===== src/rtl/rrce_pkg.sv =====
// Shared types, codes and a helper function for the record ring cursor engine.
package rrce_pkg;

  localparam int unsigned RING_BYTES_DEF = 4096;
  localparam int unsigned HDR_BYTES      = 32;

  typedef enum logic [2:0] {
    ACT_WRITE    = 3'd0,
    ACT_READ     = 3'd1,
    ACT_SHUT_TX  = 3'd2,
    ACT_SHUT_RX  = 3'd3,
    ACT_QUERY    = 3'd4
  } action_t;

  typedef enum logic [1:0] {
    SOCK_STREAM  = 2'd0,
    SOCK_DGRAM   = 2'd1,
    SOCK_SEQPKT  = 2'd2,
    SOCK_BAD     = 2'd3
  } sock_t;

  typedef enum logic [2:0] {
    ST_OK      = 3'd0,
    ST_AGAIN   = 3'd1,
    ST_INVALID = 3'd2,
    ST_PIPE    = 3'd3,
    ST_MSGSIZE = 3'd4,
    ST_PROTO   = 3'd5
  } status_t;

  typedef enum logic [3:0] {
    S_IDLE,
    S_USED,
    S_EXEC,
    S_RHDR,
    S_QREQ,
    S_QHDR,
    S_QFIN,
    S_SPAN,
    S_DONE
  } state_t;

  typedef struct packed {
    status_t      status;
    logic [11:0]  payload_offset;
    logic [11:0]  first_span;
    logic [11:0]  second_span;
    logic [12:0]  byte_count;
    logic [63:0]  ticket_out;
    logic [63:0]  operation_out;
    logic [11:0]  record_len;
    logic         truncated;
    logic         eof;
    logic         readable;
    logic         writable;
  } result_t;

  // Record footprint: header plus payload, rounded up to 32 bytes.
  function automatic logic [31:0] rec_size(input logic [31:0] len);
    logic [31:0] sum;
    sum = len + 32'd63;
    return sum & ~32'd31;
  endfunction

endpackage


===== src/rtl/rrce_ctrl.sv =====
// Sequencer and cursor datapath: runs one action at a time as a sequence of states.
module rrce_ctrl #(
  parameter int unsigned RING_BYTES = rrce_pkg::RING_BYTES_DEF
) (
  input  logic                 clk,
  input  logic                 rst,
  input  logic                 start,
  input  logic [2:0]           action,
  input  logic [31:0]          write_length,
  input  logic [31:0]          read_capacity,
  input  logic [63:0]          ticket_in,
  input  logic [63:0]          operation_in,
  input  logic [1:0]           socket_type,
  output logic                 idle,
  output logic                 done,
  output rrce_pkg::result_t    res,
  output logic                 mem_wr_en,
  output logic                 mem_rd_en,
  output logic [$clog2(RING_BYTES)-6:0] mem_addr,
  output logic [$clog2(RING_BYTES)-1:0] mem_wr_len,
  output logic [63:0]          mem_wr_ticket,
  output logic [63:0]          mem_wr_op,
  input  logic [$clog2(RING_BYTES)-1:0] mem_rd_len,
  input  logic [63:0]          mem_rd_ticket,
  input  logic [63:0]          mem_rd_op
);

  localparam int unsigned OFF_W = $clog2(RING_BYTES);
  localparam logic [31:0] RB32   = 32'(RING_BYTES);
  localparam logic [31:0] MAXP   = RB32 - 32'(rrce_pkg::HDR_BYTES);
  localparam logic [31:0] MASK   = RB32 - 32'd1;

  rrce_pkg::state_t state, state_next;

  logic [2:0]       act;
  logic [31:0]      wlen, cap;
  logic [63:0]      tkt, opw;
  logic [31:0]      publish_cursor, consume_cursor;
  logic [OFF_W-1:0] consume_partial;
  logic             sender_closed, receiver_closed;
  logic [31:0]      used;
  logic [31:0]      walk_cursor, walk_left, total;
  logic [OFF_W-1:0] walk_partial;
  logic [31:0]      off, cnt;

  logic        stream, eof;
  logic [31:0] avail, w_cnt0, w_cnt, w_room;
  logic        w_fail;
  rrce_pkg::status_t w_status;
  logic [31:0] len32, part32, remaining, r_cnt, rsz, room, first, second;
  logic        hdr_bad;

  assign stream = socket_type == rrce_pkg::SOCK_STREAM;
  assign eof    = receiver_closed || (used == 32'd0 && sender_closed);
  assign idle   = state == rrce_pkg::S_IDLE;
  assign done   = state == rrce_pkg::S_DONE;

  // Write admission: clip or refuse against the free space.
  always_comb begin
    avail  = RB32 - used;
    w_room = avail - 32'd32;
    w_cnt0 = (wlen > MAXP) ? MAXP : wlen;
    w_cnt  = (w_cnt0 > w_room) ? w_room : w_cnt0;
    w_fail = 1'b1;
    if (used > RB32) begin
      w_status = rrce_pkg::ST_PROTO;
    end else if (sender_closed || receiver_closed) begin
      w_status = rrce_pkg::ST_PIPE;
    end else if (wlen == 32'd0 && stream) begin
      w_status = (tkt != 64'd0) ? rrce_pkg::ST_INVALID : rrce_pkg::ST_OK;
    end else if (!stream && wlen > MAXP) begin
      w_status = rrce_pkg::ST_MSGSIZE;
    end else if (avail < 32'd32 || (wlen != 32'd0 && avail == 32'd32)) begin
      w_status = rrce_pkg::ST_AGAIN;
    end else if (w_cnt0 > w_room && !stream) begin
      w_status = rrce_pkg::ST_AGAIN;
    end else begin
      w_status = rrce_pkg::ST_OK;
      w_fail   = 1'b0;
    end
  end

  // Header check shared by the read and the query walk.
  always_comb begin
    len32     = 32'(mem_rd_len);
    part32    = (state == rrce_pkg::S_RHDR) ? 32'(consume_partial) : 32'(walk_partial);
    rsz       = rrce_pkg::rec_size(len32);
    hdr_bad   = len32 > MAXP || part32 > len32 ||
                rsz > ((state == rrce_pkg::S_RHDR) ? used : walk_left) ||
                (stream && len32 == 32'd0);
    remaining = len32 - part32;
    r_cnt     = (cap < remaining) ? cap : remaining;
    room      = RB32 - off;
    first     = (cnt < room) ? cnt : room;
    second    = cnt - first;
  end

  always_ff @(posedge clk) begin
    if (rst) begin
      state <= rrce_pkg::S_IDLE;
    end else begin
      state <= state_next;
    end
  end

  always_comb begin
    state_next    = state;
    mem_wr_en     = 1'b0;
    mem_rd_en     = 1'b0;
    mem_addr      = consume_cursor[OFF_W-1:5];
    mem_wr_len    = w_cnt[OFF_W-1:0];
    mem_wr_ticket = tkt;
    mem_wr_op     = opw;
    unique case (state)
      rrce_pkg::S_IDLE: if (start) state_next = rrce_pkg::S_USED;
      rrce_pkg::S_USED: state_next = rrce_pkg::S_EXEC;
      rrce_pkg::S_EXEC: begin
        state_next = rrce_pkg::S_DONE;
        if (act == rrce_pkg::ACT_WRITE && socket_type != rrce_pkg::SOCK_BAD) begin
          if (!w_fail) begin
            mem_wr_en  = 1'b1;
            mem_addr   = publish_cursor[OFF_W-1:5];
            state_next = rrce_pkg::S_SPAN;
          end
        end else if (act == rrce_pkg::ACT_READ &&
                     socket_type != rrce_pkg::SOCK_BAD) begin
          if (!(used > RB32) && !eof && !(cap == 32'd0 && stream) && used != 32'd0) begin
            mem_rd_en  = 1'b1;
            state_next = rrce_pkg::S_RHDR;
          end
        end else if (act == rrce_pkg::ACT_QUERY &&
                     socket_type != rrce_pkg::SOCK_BAD) begin
          if (!(used > RB32)) begin
            state_next = (receiver_closed || used == 32'd0) ? rrce_pkg::S_QFIN
                                                            : rrce_pkg::S_QREQ;
          end
        end
      end
      rrce_pkg::S_RHDR: begin
        state_next = (hdr_bad || (!stream && consume_partial != '0)) ?
                     rrce_pkg::S_DONE : rrce_pkg::S_SPAN;
      end
      rrce_pkg::S_QREQ: begin
        mem_rd_en  = 1'b1;
        mem_addr   = walk_cursor[OFF_W-1:5];
        state_next = rrce_pkg::S_QHDR;
      end
      rrce_pkg::S_QHDR: begin
        if (hdr_bad) begin
          state_next = rrce_pkg::S_DONE;
        end else if (!stream || walk_left == rsz) begin
          state_next = rrce_pkg::S_QFIN;
        end else begin
          state_next = rrce_pkg::S_QREQ;
        end
      end
      rrce_pkg::S_QFIN: state_next = rrce_pkg::S_DONE;
      rrce_pkg::S_SPAN: state_next = rrce_pkg::S_DONE;
      rrce_pkg::S_DONE: state_next = rrce_pkg::S_IDLE;
      default:          state_next = rrce_pkg::S_IDLE;
    endcase
  end

  always_ff @(posedge clk) begin
    if (rst) begin
      publish_cursor  <= '0;
      consume_cursor  <= '0;
      consume_partial <= '0;
      sender_closed   <= 1'b0;
      receiver_closed <= 1'b0;
    end else begin
      unique case (state)
        rrce_pkg::S_IDLE: begin
          if (start) begin
            act  <= action;
            wlen <= write_length;
            cap  <= read_capacity;
            tkt  <= ticket_in;
            opw  <= operation_in;
          end
        end
        rrce_pkg::S_USED: begin
          used <= publish_cursor - consume_cursor;
          res  <= '0;
        end
        rrce_pkg::S_EXEC: begin
          if (act == rrce_pkg::ACT_SHUT_TX) begin
            sender_closed <= 1'b1;
            res.status    <= rrce_pkg::ST_OK;
          end else if (act == rrce_pkg::ACT_SHUT_RX) begin
            receiver_closed <= 1'b1;
            res.status      <= rrce_pkg::ST_OK;
          end else if (act > rrce_pkg::ACT_QUERY) begin
            res.status <= rrce_pkg::ST_INVALID;
          end else if (socket_type == rrce_pkg::SOCK_BAD) begin
            res.status <= rrce_pkg::ST_PROTO;
          end else if (act == rrce_pkg::ACT_WRITE) begin
            res.status <= w_status;
            if (!w_fail) begin
              off            <= (publish_cursor + 32'd32) & MASK;
              cnt            <= w_cnt;
              res.byte_count <= w_cnt[12:0];
              publish_cursor <= publish_cursor + rrce_pkg::rec_size(w_cnt);
            end
          end else if (act == rrce_pkg::ACT_READ) begin
            if (used > RB32) begin
              res.status <= rrce_pkg::ST_PROTO;
            end else if (eof) begin
              res.status <= rrce_pkg::ST_OK;
              res.eof    <= 1'b1;
            end else if (cap == 32'd0 && stream) begin
              res.status <= rrce_pkg::ST_OK;
            end else if (used == 32'd0) begin
              res.status <= rrce_pkg::ST_AGAIN;
            end
          end else begin
            if (used > RB32) begin
              res.status <= rrce_pkg::ST_PROTO;
            end
            walk_cursor  <= consume_cursor;
            walk_partial <= consume_partial;
            walk_left    <= used;
            total        <= '0;
          end
        end
        rrce_pkg::S_RHDR: begin
          if (hdr_bad || (!stream && consume_partial != '0)) begin
            res.status <= rrce_pkg::ST_PROTO;
          end else begin
            res.status         <= rrce_pkg::ST_OK;
            off                <= (consume_cursor + 32'd32 + part32) & MASK;
            cnt                <= r_cnt;
            res.byte_count     <= r_cnt[12:0];
            res.ticket_out     <= mem_rd_ticket;
            res.operation_out  <= mem_rd_op;
            res.record_len     <= len32[11:0];
            res.truncated      <= !stream && r_cnt < remaining;
            if (!stream || r_cnt == remaining) begin
              consume_cursor  <= consume_cursor + rsz;
              consume_partial <= '0;
            end else begin
              consume_partial <= OFF_W'(part32 + r_cnt);
            end
          end
        end
        rrce_pkg::S_QREQ: begin
        end
        rrce_pkg::S_QHDR: begin
          if (hdr_bad) begin
            res.status <= rrce_pkg::ST_PROTO;
          end else begin
            total        <= total + remaining;
            walk_cursor  <= walk_cursor + rsz;
            walk_left    <= walk_left - rsz;
            walk_partial <= '0;
          end
        end
        rrce_pkg::S_QFIN: begin
          res.byte_count <= total[12:0];
          res.eof        <= eof;
          res.readable   <= used != 32'd0 || eof;
          if (!stream && wlen > MAXP) begin
            res.status <= rrce_pkg::ST_MSGSIZE;
          end else begin
            res.status   <= rrce_pkg::ST_OK;
            res.writable <= sender_closed || receiver_closed ||
                            (RB32 - used) >= (stream ? 32'd64 : rrce_pkg::rec_size(wlen));
          end
        end
        rrce_pkg::S_SPAN: begin
          res.payload_offset <= off[11:0];
          res.first_span     <= first[11:0];
          res.second_span    <= second[11:0];
        end
        rrce_pkg::S_DONE: begin
        end
        default: begin
        end
      endcase
    end
  end

endmodule


===== config.mk =====
export PLATFORM = sky130hd
export DESIGN_NAME = rrce_ctrl
export DESIGN_NICKNAME = d
export VERILOG_FILES = /design/src/rtl/rrce_pkg.sv /design/src/rtl/rrce_ctrl.sv
export SDC_FILE = /design/constraint.sdc
export NUM_CORES = 1
export LEC_CHECK = 0
export BUFFER_PORTS_ARGS = -buffer_cell sky130_fd_sc_hd__clkbuf_2
export CORE_MARGIN = 2
export CORE_UTILIZATION = 35
export CTS_CLUSTER_SIZE = 14
export DETAILED_ROUTE_END_ITERATION = 8
export SYNTH_ARGS = -nofsm -noshare
export SYNTH_HDL_FRONTEND = slang
export SYNTH_SLANG_ARGS = --single-unit

===== constraint.sdc =====
create_clock -name clk -period 16.1 [get_ports clk]
set_clock_uncertainty 0.2 [all_clocks]
set_input_delay 2.415 -clock clk [delete_from_list [all_inputs] [get_ports clk]]
set_output_delay 2.415 -clock clk [all_outputs]
set_load 0.005 [all_outputs]

# Yosys cells after proc, flatten, opt, wreduce, memory -nomap -nowiden

Cells that the tools add are included.

$add $sub $neg: 18
Order comparisons: 12
Eq/ne operators: 35
Mux-type cells: 127
Bitwise logic cells: 7
Reduce and logical (&&, ||, !) cells: 67

Operators by type and width:

| kind                                                                 | number |
|---|---|
| 32-bit two-way mux                                                   | 40 |
| 32-bit case mux with 2 select lines                                  | 5 |
| 141-bit case mux with 2 select lines                                 | 1 |
| 154-bit two-way mux                                                  | 1 |
| 12-bit two-way mux                                                   | 10 |
| 32-bit zero test                                                     | 3 |
| 32-bit < comparator                                                  | 3 |
| 13-bit two-way mux                                                   | 6 |
| 36-bit case mux with 2 select lines                                  | 1 |
| 32-bit by 13-bit adder with 32-bit output                            | 2 |
| 32-bit adder                                                         | 2 |
| 32-bit by 6-bit adder with 32-bit output, second input constant      | 2 |
| 32-bit nonzero test                                                  | 2 |
| 64-bit nonzero test                                                  | 1 |
| 13-bit by 32-bit subtractor with 32-bit output, first input constant | 2 |
| 3-bit two-way mux                                                    | 18 |
| 13-bit case mux with 4 select lines                                  | 1 |
| 4-bit two-way mux                                                    | 9 |
| 2-bit inequality test, second input constant                         | 17 |
| 32-bit by 13-bit == test with 1-bit output                           | 1 |
| 32-bit == test                                                       | 1 |
| 32-bit by 6-bit == test with 1-bit output, second input constant     | 1 |
| 32-bit >= comparator                                                 | 1 |
| 13-bit by 32-bit greater-than comparator with 1-bit output           | 1 |
| other kinds (55)                                                     | 135 |

Bits in registers: 677
Bits of input ports: 340
Output and inout bits: 347
Logic and storage cells: 296

# Logic depth before layout (Yosys ltp)

Depth in word-level cells: 17
Depth in mapped cells: 45
Mapped depth without buffers: 42

# Least setup slack after synthesis

No wires, ideal clock.

Kind: input-to-reg
From: input port mem_rd_len[3]
To: register res[100] (netlist name) (enable)
Library setup time: 0.659 ns
Arrival time: 11.377 ns
Data required time: 15.241 ns
Slack: 3.865 ns
Stages: 16
Buffers on the path: 0
Path through: nor4_1 > nand2_1 > nor2_1 > nor2b_1 > nor2_1 > ha_1 > nor2b_1 > o21a_1 > o21a_1 > o21a_1 > o21a_1 > o211ai_1 > a21o_1 > nand2_1 > o21ai_0 > nor2b_1

Longest elaborated chain between the ends: 7
Elaborated cells between the ends (all ways): 12
Classes of those cells: add/sub (1); order compare (3); eq/ne (1); reduce/logical (7)

Ends and longest elaborated chain:

| item                                                                                                  | RTL line                         | source |
|---|---|---|
| start, declared                                                                                       | rrce_ctrl.sv:23                  | `input logic [$clog2(RING_BYTES)-1:0] mem_rd_len,` |
| 12-bit by 6-bit adder with 13-bit output / 12-bit greater-than comparator (equally long branches)     | rrce_pkg.sv:61, rrce_ctrl.sv:88  |  |
| 13-bit by 32-bit greater-than comparator with 1-bit output / 1-bit logical OR (equally long branches) | rrce_ctrl.sv:89, rrce_ctrl.sv:88 |  |
| 1-bit logical OR                                                                                      | rrce_ctrl.sv:88                  | `hdr_bad = len32 > MAXP \|\| part32 > len32 \|\|` |
| 1-bit logical OR (*)                                                                                  | rrce_ctrl.sv:89                  | `rsz > ((state == rrce_pkg::S_RHDR) ? used : walk_left) \|\|` |
| 1-bit logical OR (*)                                                                                  | rrce_ctrl.sv:227                 | `if (hdr_bad \|\| (!stream && consume_partial != '0)) begin` |
| 2-bit inequality test (no line) (*)                                                                   | -                                |  |
| 3-bit AND reduction (no line) (*)                                                                     | -                                |  |
| end, declared                                                                                         | rrce_ctrl.sv:16                  | `output rrce_pkg::result_t res,` |

Mark *: on every way between the ends. The rest lies on a longest branch, timed or not.
A chain may end at the register's enable or synchronous reset.

# Worst setup path after layout

From: register used[5]
To: register publish_cursor[30]

Longest elaborated chain between the ends: 12
Elaborated cells between the ends (all ways): 20
Classes of those cells: add/sub (4); order compare (3); eq/ne (1); mux (7); bitwise (1); reduce/logical (4)

Ends and longest elaborated chain:

| item                                                                                                    | RTL line         | source |
|---|---|---|
| start, declared                                                                                         | rrce_ctrl.sv:41  | `logic [31:0] used;` |
| start signal, assigned                                                                                  | rrce_ctrl.sv:183 | `used <= publish_cursor - consume_cursor;` |
| parallel branches: the longest is 12 deep, another holds 13-bit by 32-bit subtractor with 32-bit output | -                |  |
| end signal, assigned                                                                                    | rrce_ctrl.sv:203 | `publish_cursor <= publish_cursor + rrce_pkg::rec_size(w_cnt);` |
| end, declared                                                                                           | rrce_ctrl.sv:38  | `logic [31:0] publish_cursor, consume_cursor;` |

Parallel ways; which one is timed is not known.

==> flow_summary.json <==
{
  "power_density_mw_per_mm2": 97.0,
  "drive_gt1_share_pct": 23.1,
  "synthCells": 3204,
  "seq_area_frac_synth_pct": 50.1,
  "hold_depth": 2,
  "grt_antenna_before_repair": 7,
  "period_share_pct": 64.1,
  "crit_slowest_cell": "a2111oi_2",
  "leakagePower_nw": 17.2,
  "grt_overflow": 0,
  "routed_via_density": 5.20,
  "fin_crit_ps": 10310,
  "netlist_area_mm2": 0.0341,
  "post_cts_buffers": 0,
  "cts_resized": 0,
  "final_core_util_pct": 43.0,
  "switchingPower_mw": 1.09,
  "final-hold-violation-count": 0,
  "maxCapViolCount": 0,
  "worst_pin_slew_ps": 1250,
  "track_usage_pct": 22.3,
  "setup_tns_ps": 0,
  "swShare_pct": 26.9,
  "ys_ff_latch": 593,
  "yosys_warnings": 0,
  "fp.dieArea_mm2": 0.100,
  "rsz0062_at_grt": "no",
  "first_pass_iters": 6,
  "path_buf_inv": 2,
  "clk_pin_slew_ps": 60,
  "cp_common_cell": "nand3_1",
  "port_buffers": 686,
  "grt_pass1_wl_um": 166000,
  "clock_tree.root_cell": "clkbuf_16",
  "reg2reg_depth": 34,
  "report.final.slew_viol_count": 0,
  "wire_per_inst_um": 21.9,
  "p_seq_share_pct": 45.0,
  "clkLatencyLatePin_ps": 660,
  "worstHoldPathType": "flip-flop to flip-flop",
  "startpoint_type": "flip-flop",
  "crit_type": "flip-flop to flip-flop",
  "async_flop_share_pct": 0,
  "cts_max_level": 3,
  "slew_headroom_pct": 16.2,
  "cp-end-kind": "flip-flop",
  "drc_errors": 0,
  "slowest_delay_ps": 750,
  "cp_max_fo": 14,
  "finalNetCount": 4527,
  "outcome": "complete, no violations",
  "required_ps": 16460,
  "synth_ff_type": "edfxtp_1",
  "clk_path_buf_depth": 3,
  "r2r_slack_ps": 5790,
  "ant_nets": 0,
  "setup_viol": 0,
  "rr_endpoint": "publish_cursor[30]$_SDFFE_PP0P_",
  "p_int_mw": 2.95,
  "finalWeightedCongestion": 0.895,
  "drt_iter0_drc": 1936,
  "reg2reg_from": "used[5]$_DFFE_PP_",
  "timing.fmax_mhz": 96.9,
  "avgSynthCellArea_um2": 10.6,
  "via_count": 27317,
  "vdd_drop_max_mv": 0.0909,
  "io_pins": 687,
  "hp-start": "consume_partial[4]$_SDFFE_PP0P_",
  "dpl.hpwl_um": 90600,
  "cts_buffers": 73,
  "ys_types": 86,
  "die_x_um": 316,
  "rows": 114,
  "routed_wirelength_um": 115000,
  "grt_max_degree": 113,
  "grt_pass1_vias": 26714,
  "pwr-share-comb_pct": 13.9,
  "clockPowerShare_pct": 41.0,
  "cts_hold_buf": 0,
  "hold_path_end": "consume_partial[4]$_SDFFE_PP0P_",
  "cp_data_arrival_time_ps": 10670,
  "synth_edf_count": 521,
  "clkSinkCount": 593,
  "area_growth_pct": 21.9,
  "start_util_pct": 35.3,
  "die_h_um": 316,
  "cts_tree": "yes",
  "coreArea_mm2": 0.0967,
  "path_delay_family": "simple AND/OR/NAND/NOR gates"
}
==> synthesized netlist by cell type, types with 24 or more instances <==
cell        n  area share, %
edfxtp_1  521             46
nand2_1   264            2.9
ha_1      263            9.6
nor2_1    250            2.8
a21oi_1   197            2.9
and2_1    178            3.3
inv_1     172            1.9
xnor2_1   156            4.0
o21ai_0   141            2.1
clkbuf_1   94            1.0
nor3_1     86            1.3
xor2_1     73            1.9
dfxtp_1    72            4.2
nor4_1     68            1.2
nand3_1    63           0.92
a21o_1     55            1.2
nand4_1    51           0.94
o21a_1     44           0.97
mux2_2     37            1.2
nor2b_1    35           0.64
mux2i_1    30           0.88
nand2b_1   30           0.55
or3_1      24           0.44
==> per-layer routing <==
metal	GRT usage [%]	part of all wire [%]	vias to the layer above	routed length [um]
met5	0	0.050	-	57
met2	39.7	50	1063	57400
met1	25.9	38	12915	44200
li1	-	-	13133	-
met3	5.07	7.4	198	8530
met4	8.83	4.2	8	4790
==> flip-flops by register name, indices dropped and copies added, names as in the netlist, 32 cells and up <==
| name | cells |
|---|---|
| res | 196 |
| mem_wr_op | 64 |
| mem_wr_ticket | 64 |
| cap | 32 |
| cnt | 32 |
| wlen | 32 |
==> final cells by class <==
type	instances	area, um^2
multi-input cells	2348	16100
well taps	1276	1600
repair buffers	726	3730
clock inverters	44	428
inverters	172	646
diodes	3	7.51
fillers	9304	55100
flip-flops and latches	593	17100
clock buffers	92	1950
==> worst reg2reg max path: cells and delay by family (launching register included) <==
family                     cells  cell delay (ps)
AOI/OAI and AO/OA             10             3300
xor gates and xnor gates       3              560
adders and majority gates      3              850
buffers and inverters          2              480
DFF                            1              590
muxes                          1              260
and+or+nand+nor               15             3990
==> placed cells by master, fill, tap and decap left out, drive strengths merged, types with 21 or more instances in the layout <==
| cell | netlist | final |
|---|---|---|
| nand4 | 51 | 51 |
| nor3 | 87 | 87 |
| or3 | 25 | 25 |
| o211ai | 21 | 21 |
| a21o | 55 | 55 |
| o21a | 44 | 44 |
| and2 | 178 | 178 |
| mux2 | 37 | 37 |
| a21oi | 197 | 197 |
| clkinv | 0 | 29 |
| xnor2 | 157 | 157 |
| o21ai | 144 | 144 |
| xor2 | 74 | 74 |
| nor2b | 35 | 35 |
| buf | 16 | 41 |
| edfxtp | 521 | 521 |
| nor4 | 70 | 70 |
| nor2 | 251 | 251 |
| nand2b | 30 | 30 |
| ha | 263 | 263 |
| inv | 172 | 176 |
| mux2i | 30 | 30 |
| nand2 | 264 | 264 |
| o21bai | 23 | 23 |
| nand3 | 63 | 63 |
| clkbuf | 94 | 777 |
| dfxtp | 72 | 72 |
==> power by group through the flow <==
stage,clock network [mW],registers [mW],logic [mW]
detailed placement,0,1.85,0.562
finish,1.65,1.82,0.562
global route,1.75,1.82,0.627
floorplan,0,1.84,0.337
global placement,0,1.85,0.557
CTS,1.70,1.82,0.566
==> kinds of logic after synthesis <==
group,count (synthesis),synth area share (%)
xor+xnor,232,6.04
other cells,1,0.0110
fa+ha+maj,277,10.3
buf+inv,282,3.12
compound gates,617,11.4
flops,593,50.1
simple gates,1135,16.9
mux,67,2.10
==> per-stage QoR <==
step / std cells / power, mW / cell area, um^2 / hold WS (ps) / worst slack (ps)
after floorplan: 3223 / 2.17 / 34200 / 248 / 3860
after global placement: 5115 / 2.41 / 39200 / 267 / 5590
after detailed placement: 5115 / 2.41 / 39200 / 273 / 5440
after CTS: 5251 / 4.08 / 41600 / 281 / 5980
after global routing: 5253 / 4.20 / 41600 / 298 / 5060
final: 5254 / 4.03 / 41600 / 284 / 5790
==> worst max-delay path by stage <==
stage / startpoint / to / slack (ps) / cells after the start
6_report: used[5]$_DFFE_PP_ / publish_cursor[30]$_SDFFE_PP0P_ / 5790 / 34
3_5_place_dp: mem_rd_len[0] / consume_cursor[29]$_SDFFE_PP0P_ / 5440 / 35
5_1_grt: used[5]$_DFFE_PP_ / publish_cursor[30]$_SDFFE_PP0P_ / 5060 / 35
3_3_place_gp: mem_rd_len[0] / consume_cursor[29]$_SDFFE_PP0P_ / 5590 / 35
4_1_cts: used[5]$_DFFE_PP_ / mem_addr[2] / 5980 / 22
2_1_floorplan: mem_rd_len[3] / res[100]$_SDFFCE_PN0P_ / 3860 / 16
(Power assumes the default switching activity.)
